### config.mk
export PLATFORM = sky130hd
export DESIGN_NAME = relay_break_before_make_interlock_unit
export DESIGN_NICKNAME = d
export VERILOG_FILES = /design/src/hdl/rbbm_pkg.sv /design/src/hdl/rbbm_ctrl.sv /design/src/hdl/relay_break_before_make_interlock_unit.sv
export SDC_FILE = /design/constraint.sdc
export NUM_CORES = 1
export LEC_CHECK = 0
export ABC_AREA = 1
export BUFFER_PORTS_ARGS = -buffer_cell sky130_fd_sc_hd__buf_2
export CAP_MARGIN = 25
export CORE_UTILIZATION = 30
export DETAILED_ROUTE_END_ITERATION = 10
export GPL_TIMING_DRIVEN = 0
export PLACE_DENSITY = 0.45
export SLEW_MARGIN = 40
export SYNTH_ARGS = -nofsm -noshare
export SYNTH_HDL_FRONTEND = slang
export SYNTH_HIERARCHICAL = 1
export SYNTH_SLANG_ARGS = --single-unit
### constraint.sdc
create_clock -name clock -period 4.48 [get_ports clock]
set_input_delay 0.448 -clock clock [delete_from_list [all_inputs] [get_ports clock]]
set_output_delay 0.448 -clock clock [all_outputs]
set_load 0.01 [all_outputs]
### src/hdl/rbbm_pkg.sv
// Shared types and codes for the break-before-make relay interlock.
package rbbm_pkg;

   localparam int unsigned TimeWidth = 32;

   typedef logic [TimeWidth-1:0] ms_type;

   // Relay select codes; values above spare never arise.
   typedef enum logic [2:0] {
      RELAY_NONE  = 3'd0,
      RELAY_HEAT  = 3'd1,
      RELAY_COOL  = 3'd2,
      RELAY_FAN   = 3'd3,
      RELAY_SPARE = 3'd4
   } relay_type;

   // Configuration register indexes.
   typedef enum logic [0:0] {
      CSR_HEAT_WAIT  = 1'b0,
      CSR_OTHER_WAIT = 1'b1
   } csr_index_type;

   // One request as held in the input register.
   typedef struct packed {
      ms_type now_ms;
      logic   want_heat;
      logic   want_cool;
      logic   want_fan;
      logic   want_spare;
      logic   shutoff;
   } req_item_type;

   // Relay drive pattern, one-hot or all zero.
   typedef struct packed {
      logic heat;
      logic cool;
      logic fan;
      logic spare;
   } drive_type;

endpackage

### src/hdl/rbbm_ctrl.sv
// Interlock state and decision logic: one request per advance.
module rbbm_ctrl (
   input  logic                  clock,
   input  logic                  reset,
   input  logic                  advance,
   input  rbbm_pkg::req_item_type item,
   input  rbbm_pkg::ms_type      heat_wait_ms,
   input  rbbm_pkg::ms_type      other_wait_ms,
   output rbbm_pkg::drive_type   drive
);
   import rbbm_pkg::*;

   relay_type active_ff, active_in;
   relay_type pending_ff, pending_in;
   ms_type    start_ff, start_in;

   relay_type req;
   relay_type drive_sel;
   ms_type    elapsed;
   ms_type    wait_ms;

   always_comb begin
      priority if (item.shutoff)   req = RELAY_NONE;
      else if (item.want_heat)     req = RELAY_HEAT;
      else if (item.want_cool)     req = RELAY_COOL;
      else if (item.want_fan)      req = RELAY_FAN;
      else if (item.want_spare)    req = RELAY_SPARE;
      else                         req = RELAY_NONE;
   end

   // Wrapping elapsed time; pending is never none where this is used.
   assign elapsed = item.now_ms - start_ff;
   assign wait_ms = (pending_ff == RELAY_HEAT) ? heat_wait_ms : other_wait_ms;

   always_comb begin
      active_in  = active_ff;
      pending_in = pending_ff;
      start_in   = start_ff;
      drive_sel  = RELAY_NONE;
      priority if (req == RELAY_NONE) begin
         active_in  = RELAY_NONE;
         pending_in = RELAY_NONE;
         start_in   = '0;
      end else if (req == active_ff) begin
         pending_in = RELAY_NONE;
         start_in   = '0;
         drive_sel  = active_ff;
      end else if (active_ff == RELAY_NONE && pending_ff == RELAY_NONE) begin
         // fully idle: energize at once
         active_in = req;
         drive_sel = req;
      end else if (pending_ff != req) begin
         // break first, restart the interlock timer
         pending_in = req;
         start_in   = item.now_ms;
         active_in  = RELAY_NONE;
      end else if (elapsed < wait_ms) begin
         drive_sel = RELAY_NONE;
      end else begin
         active_in  = pending_ff;
         pending_in = RELAY_NONE;
         start_in   = '0;
         drive_sel  = pending_ff;
      end
   end

   assign drive.heat  = (drive_sel == RELAY_HEAT);
   assign drive.cool  = (drive_sel == RELAY_COOL);
   assign drive.fan   = (drive_sel == RELAY_FAN);
   assign drive.spare = (drive_sel == RELAY_SPARE);

   always_ff @(posedge clock) begin
      if (reset) begin
         active_ff  <= RELAY_NONE;
         pending_ff <= RELAY_NONE;
         start_ff   <= '0;
      end else if (advance) begin
         active_ff  <= active_in;
         pending_ff <= pending_in;
         start_ff   <= start_in;
      end
   end

endmodule

### src/hdl/relay_break_before_make_interlock_unit.sv
// Top level of the break-before-make relay interlock: ports, CSRs and pipeline registers.
//
// Drives at most one of four relays (heat, cool, fan, spare) from timestamped
// demand requests. Demands are priority-encoded, heat highest. Switching to a
// different relay drops all drives first; the new relay energizes only once its
// interlock wait (heat_wait_ms for heat, other_wait_ms otherwise) has elapsed
// on the wrapping millisecond clock carried in the request, and only on a
// request that repeats the demand. From a fully idle state the relay energizes
// at once. shutoff drops everything and clears any pending switch.
// Every request yields exactly one response. Throughput is one request per
// clock unless rsp_stall holds it back; input register, then response register,
// with the interlock decision between them. req_stall follows rsp_stall only
// while both registers are full. Write the wait registers only while idle.
module relay_break_before_make_interlock_unit (
   input  logic                   clock,
   input  logic                   reset,
   // request channel
   input  logic                   req_valid,
   output logic                   req_stall,
   input  rbbm_pkg::ms_type       req_now_ms,
   input  logic                   req_want_heat,
   input  logic                   req_want_cool,
   input  logic                   req_want_fan,
   input  logic                   req_want_spare,
   input  logic                   req_shutoff,
   // response channel
   output logic                   rsp_valid,
   input  logic                   rsp_stall,
   output logic                   rsp_drive_heat,
   output logic                   rsp_drive_cool,
   output logic                   rsp_drive_fan,
   output logic                   rsp_drive_spare,
   // configuration writes
   input  logic                   csr_write_en,
   input  rbbm_pkg::csr_index_type csr_index,
   input  rbbm_pkg::ms_type       csr_wdata
);
   import rbbm_pkg::*;

   ms_type       heat_wait_ff;
   ms_type       other_wait_ff;

   logic         in_valid_ff;
   req_item_type in_item_ff;
   logic         out_valid_ff;
   drive_type    out_drive_ff;

   drive_type    drive;
   logic         out_free;
   logic         advance;
   logic         take;

   // Response register can load when empty or being drained this cycle.
   assign out_free  = !out_valid_ff || !rsp_stall;
   assign advance   = in_valid_ff && out_free;
   // Input register loads when empty or when its request moves on.
   assign req_stall = in_valid_ff && !out_free;
   assign take      = req_valid && !req_stall;

   always_ff @(posedge clock) begin
      if (reset) begin
         heat_wait_ff  <= '0;
         other_wait_ff <= '0;
      end else if (csr_write_en) begin
         unique case (csr_index)
            CSR_HEAT_WAIT:  heat_wait_ff  <= csr_wdata;
            CSR_OTHER_WAIT: other_wait_ff <= csr_wdata;
            default:        ;
         endcase
      end
   end

   always_ff @(posedge clock) begin
      if (reset) begin
         in_valid_ff <= 1'b0;
      end else if (take) begin
         in_valid_ff <= 1'b1;
      end else if (advance) begin
         in_valid_ff <= 1'b0;
      end
   end

   always_ff @(posedge clock) begin
      if (take) begin
         in_item_ff.now_ms     <= req_now_ms;
         in_item_ff.want_heat  <= req_want_heat;
         in_item_ff.want_cool  <= req_want_cool;
         in_item_ff.want_fan   <= req_want_fan;
         in_item_ff.want_spare <= req_want_spare;
         in_item_ff.shutoff    <= req_shutoff;
      end
   end

   rbbm_ctrl u_ctrl (
      .clock         (clock),
      .reset         (reset),
      .advance       (advance),
      .item          (in_item_ff),
      .heat_wait_ms  (heat_wait_ff),
      .other_wait_ms (other_wait_ff),
      .drive         (drive)
   );

   always_ff @(posedge clock) begin
      if (reset) begin
         out_valid_ff <= 1'b0;
      end else if (out_free) begin
         out_valid_ff <= in_valid_ff;
      end
   end

   always_ff @(posedge clock) begin
      if (advance) begin
         out_drive_ff <= drive;
      end
   end

   assign rsp_valid       = out_valid_ff;
   assign rsp_drive_heat  = out_drive_ff.heat;
   assign rsp_drive_cool  = out_drive_ff.cool;
   assign rsp_drive_fan   = out_drive_ff.fan;
   assign rsp_drive_spare = out_drive_ff.spare;

endmodule

# Word-level counts from Yosys, hierarchy flattened
# Index checks and enable logic that the tools add are counted.
# W data, S select, Z words.
dict set report word_totals {
  output_inout_bits 6
  elab_cells 76
  ff_bits 145
}
dict set report op_classes {
  magnitude_cmp 1
  eq_ne 11
  muxes 28
  n_bitwise 1
  addsub 1
  n_reduce_logical 17
}
# cell n
set ops {}
lappend ops {{$mux W32} 6}
lappend ops {{$mux W3} 20}
lappend ops {{$lt A32 B32 Y1} 1}
lappend ops {{$sub A32 B32 Y32} 1}
lappend ops {{$logic_not A3 Y1} 3}
lappend ops {{$ne A4 B1 Y1 const B} 2}
lappend ops {{$eq A3 B1 Y1 const B} 2}
lappend ops {{$eq A3 B2 Y1 const B} 2}
lappend ops {{$reduce_and A3 Y1} 2}
lappend ops {{$logic_and A1 B1 Y1} 4}
lappend ops {{$logic_not A1 Y1} 4}
lappend ops {{$reduce_and A2 Y1} 2}
lappend ops {{$eq A3 B3 Y1} 1}
lappend ops {{$eq A3 B3 Y1 const B} 1}
lappend ops {{$ne A3 B1 Y1 const B} 1}
lappend ops {{$ne A3 B3 Y1} 1}
lappend ops {{$mux W1} 2}
lappend ops {{$ne A2 B1 Y1 const B} 1}
lappend ops {{$reduce_bool A2 Y1} 1}
lappend ops {{$logic_or A1 B1 Y1} 1}
lappend ops {{$not A1 Y1} 1}

# Longest topological paths before layout
dict set report depth {
  ltp_word 11
  depth_mapped 28
  ltp_nobuf 27
}

# Hierarchy
# The synthesis kept the hierarchy.
# mod cells_per_inst seq_area_each_um2 n_inst area_each_um2
set modules_own_cells {}
lappend modules_own_cells {rbbm_ctrl 762 760.7 1 4858.4}
lappend modules_own_cells {relay_break_before_make_interlock_unit 405 2552.4 1 3838.7}

# Worst setup path before layout
# Ideal clock, no wire load.
dict set report synth_timing {
  path_kind {register to register}
  from {reg in_item_ff[5] (netlist name)}
  to {reg out_drive_ff, in the netlist rsp_drive_cool (data pin)}
  n_path_buf 0
  synth_period_minus_slack_ns 3.924
  stages_incl_launch_ff 27
  t_arrival_ns 3.670
  slack_ns 0.556
  cell_sequence {edfxtp_1 > inv_1 > ha_1 > inv_1 > fa_1 > nand3_1 > nand2_1 > a21oi_1 > o21ai_1 > a21oi_1 > inv_1 > nand2_1 > nand2_1 > a21oi_1 > o21ai_1 > xor2_1 > ha_1 > nand2_1 > nor2_1 > nand2_1 > o211ai_1 > a21oi_1 > a21boi_0 > nand2_1 > nand2_1 > o21ai_0 > and2_1}
}
# item line_no
set synth_rtl {}
lappend synth_rtl {{from (decl)} relay_break_before_make_interlock_unit.sv:44} ;# req_item_type in_item_ff;
lappend synth_rtl {{to (signal assigned)} relay_break_before_make_interlock_unit.sv:114} ;# out_drive_ff <= drive;
lappend synth_rtl {{to (decl)} relay_break_before_make_interlock_unit.sv:46} ;# drive_type out_drive_ff;

# Worst setup path in the final report
dict set report layout_timing {
  from {reg in_item_ff[5] (netlist name)}
  to {reg u_ctrl.start_ff[28]}
}
dict set report layout_between {
  elab_chain_cells 4
}
# item line_no
set layout_lines {}
lappend layout_lines {{$sub A32 B32 Y32} rbbm_ctrl.sv:32} ;# assign elapsed = item.now_ms - start_ff;
lappend layout_lines {{$lt A32 B32 Y1} rbbm_ctrl.sv:57} ;# end else if (elapsed < wait_ms) begin
lappend layout_lines {{$ne A4 B1 Y1 (no line)} -}
lappend layout_lines {{$reduce_and A3 Y1 (no line)} -}
lappend layout_lines {{to (signal assigned)} rbbm_ctrl.sv:80} ;# start_ff <= start_in;
lappend layout_lines {{to (decl)} rbbm_ctrl.sv:15} ;# ms_type start_ff, start_in;
# No other way between the ends.
# A chain may end at the register's enable or synchronous reset.

==> impl_summary.txt <==
----------------------------------------------------
[Min path]
  Hold path start ... req_now_ms[18]
  Number of cells on the worst hold path ... 1
  Hold-critical path endpoint ... in_item_ff[23]
  Hold/Removal Path Class ... in2reg

[STA]
  Final worst clock skew ... 16.65 ps
  Hold violation count in the final report ... 0
  Period minus WS final ... 4270 ps
  Worst-Margin Slew ... 798.6 ps
  Final setup violation count ... 0
  Setup TNS ... 0 ps
  Normalized max-slew margin ... 46.76%
  Post-route fraction of the period consumed by the critical path ... 95.30%
  Highest clock rate ... 0.2342 GHz
  Worst Setup Slack, final ... 210.4 ps
  Final max-slew violation count ... 0

[Placed design]
  Post-detailed-placement half-perimeter wirelength ... 18070 um
  IO buf count ... 79
  Placed cell count ... 1625
  Routability congestion estimate ... 0.8484
  Post-place setup slack ... -540.2 ps

[Synth]
  Synth Area in XOR/XNOR ... 3.726%
  Adder-cell share of the synthesized area ... 9.150%
  Post-synthesis compound-gate area fraction ... 9.049%
  Synth Flop Type ... dfxtp_1
  Cell accounting for the most synthesized area ... dfxtp_1
  Mapped Avg Cell Area ... 7.453 sq um
  Count of flip-flops with a built-in enable after synthesis ... 41
  Share of synthesized area spent on multiplexers ... 3.568%
  Number of cells produced by synthesis ... 1167
  Count of synthesis-stage warnings from yosys ... 6
  Post-synth top area share ... 23.94%
  Syn_nets ... 1305
  Main combinational cell family by area after synthesis ... simple AND/OR/NAND/NOR gates
  Post-synthesis share of cell area spent on and, or, nand and nor gates ... 26.21%
  Post-synthesis sequential area ratio ... 38.10%
  Yosys reg bits ... 145
  Leading cell types by total area after synthesis ... dfxtp_1 (24%), edfxtp_1 (14%), nand2_1 (11%), ha_1 (8.9%), inv_1 (6.8%)
  Count of unique library cells instantiated by Yosys ... 48
  Post-synth design cell area ... 8697 sq um
  Share of flip-flops with an asynchronous set or reset after synthesis ... 0%

[Finish]
  N_diodes ... 0
  Fill cell count ... 3017
  Combined area of the multi-input logic cells ... 4642 sq um
  Non-Filler Instances ... 1672
  Area of all sequential standard cells ... 3313 sq um
  Commonest non-fill, non-tap cells in the layout ... nand2_1 (250), inv_1 (155), nor2_1 (135)
  Number of nets at the end of the flow ... 1419
  P&R area growth vs syn ... 20.24%
  Share of post-route cells with drive strength above 1 ... 15.92%
  Most common library cell in the layout ignoring fill and taps ... nand2_1

[Route]
  Number of violations reported at the end of detailed-routing iteration 0 ... 424
  Router iterations before antenna repair ... 5
  Final routed wirelength across all metal layers ... 24340 um
  Final antenna-violating net count ... 0
  Residual DRC ... 0
  Via count ... 7613
  Avg Vias per Cell ... 4.553
  Routed length per instance ... 14.55 um

[Worst setup path]
  Critical path endpoint category ... flip-flop
  Crit path arrival time ... 4640 ps
  Type of the worst setup path ... reg2reg
  Buffering stage count on the worst path with inverters included ... 6
  Standard cell with the maximum stage delay on the critical path ... edfxtp_1
  Capture point of the worst reg-to-reg path ... u_ctrl/start_ff[28]
  Worst endpoint required time ... 4850 ps
  Startpoint kind of the worst setup timing path ... flip-flop
  Beginning of the worst register-to-register path ... in_item_ff[5]
  Largest fanout on the critical path ... 7
  Startpoint of the worst setup timing path ... in_item_ff[5]
  Crit path max-delay family ... simple AND/OR/NAND/NOR gates
  FF-to-FF setup slack ... 210 ps
  Number of cell instances on the worst register-to-register path ... 27
  CP max stage delay ... 450 ps

[Clock network]
  Hold bufs inserted after CTS ... 0
  Clk Tree Root Cell ... clkbuf_16
  Maximum buffer depth of the clock tree ... 2
  Clock tree sinks ... 145
  Register clock-pin slew on the reported worst setup and hold paths ... 70 ps
  Clock latency on the worst-skew pair ... 440 ps
  Number of levels in the clock H-tree ... 4
  Total clock buffers created by CTS ... 17
  CTS tree ... yes

[Status]
  Outcome ... complete, no violations

[Global route]
  Vias in the first global route ... 7394
  Antenna violations before repair ... 0
  Pin count of the biggest net entering global routing ... 25
  Sum of overflow across all layers after global routing ... 0
  First-pass GRT wire length ... 38760 um
  Gr usage total ... 17.23%

[Die]
  Die Span X ... 172.3 um
  Starting utilization of the core area ... 30.88%
  Total Die Area ... 29680 sq um
  Die outline height ... 172.3 um
  Io pins ... 81
  Standard-cell row count ... 61
  Core Region ... 28160 sq um

[Power]
  Reported leakage power ... 4.886 nW
  PD cells ... 393.2 nW/um^2
  IR Drop Worst-Case VDD ... 279.6 uV
  Total power draw ... 0.004112 W

[Run]
  MaxCap Viol Count ... 0

----------------------------------------------------
Yosys cell counts (all sizes together), types with 9 or more instances:
library cell and number:
xnor2 10, mux2i 31, nand4 46, o21ai 22, inv 162, buf 42
a21oi 84, edfxtp 41, ha 62, dfxtp 104, nor2 138, clkbuf 9
nand2 255, xor2 27, nand3 81
registers in the layout, indices dropped and copies added (netlist names):
signal	flops
in_item_ff	37
heat_wait_ff	32
other_wait_ff	32
u_ctrl/start_ff	32
u_ctrl/active_ff	3
u_ctrl/pending_ff	3
in_valid_ff	1
rsp_drive_cool	1
rsp_drive_fan	1
rsp_drive_heat	1
rsp_drive_spare	1
rsp_valid	1
final cells by class:
cell class | count | share of cell area (%)
tap | 378 | 4.523
buffer | 51 | 2.620
inverter | 170 | 6.102
sequential | 145 | 31.68
multi-input combinational | 801 | 44.39
timing repair buffer | 95 | 5.360
clock buffer | 18 | 4.200
clock inverter | 14 | 1.125
through the flow:
step                instance area (sq um)  utilization (%)  hold WS, ps
floorplan                            8697                -        439.7
global placement                     9565            33.96        450.0
detailed placement                   9588            34.04        456.1
CTS                                 10210            36.26        152.4
global route                        10460            37.13        146.7
finish                              10460            37.13        173.3
per-layer routing:
layer	track usage (%)	wire length (um)	up-vias
met3	3.159	863	17
met4	4.810	260	0
li1	-	-	4030
met5	0	0	-
met1	22.44	11730	3449
met2	28.96	11480	117
worst register-to-register path, cell delays in order (launching register included):
cell      delay (ps)
edfxtp_1         450
inv_2            100
ha_4             150
inv_2             50
fa_2             370
nand3_2           80
nand2_2           80
a21oi_4          200
o21ai_4           90
a21oi_2          160
inv_1             80
nand4_1          130
nand3_4          120
buf_4            160
nand3_1           60
nand2_1           60
xor2_1           140
ha_1             300
nand3_2          110
nor3_4           220
and3_4           250
nand2_4           70
nand4_4          150
nand3_4          200
buf_8            230
nand2_1           60
clkinv_1          70
nor2_2            90
power by group:
part | internal [W] | switching (W)
clock network | 0.000773 | 0.000605
logic | 0.000490 | 0.000753
registers | 0.00144 | 0.0000463
kinds of logic (layout without fill, tap and decap cells):
kind of cell / count (synthesis) / count (layout)
compound gates: 139 / 139
xor+xnor: 37 / 37
fa+ha+maj: 63 / 63
buf+inv: 221 / 348
flops: 145 / 145
mux: 31 / 31
simple gates: 531 / 531
repair_timing:
item / 4_1_cts / 5_1_grt
resized for setup: 14 / 28
pin swaps: 3 / 14
gates cloned: 0 / 2
setup endpoints to repair: 42 / 42
setup buffers: 3 / 10
worst max path at each step:
stage	to	slack, ps	depth (start not counted)
detailed placement	rsp_drive_cool	-540	26
finish	u_ctrl/start_ff[28]	210	27
global route	u_ctrl/start_ff[28]	-60	28
floorplan	rsp_drive_cool	560	26
global placement	rsp_drive_cool	-520	26
CTS	u_ctrl/start_ff[27]	40	28
No activity file was read; power rests on OpenSTA's default activity.
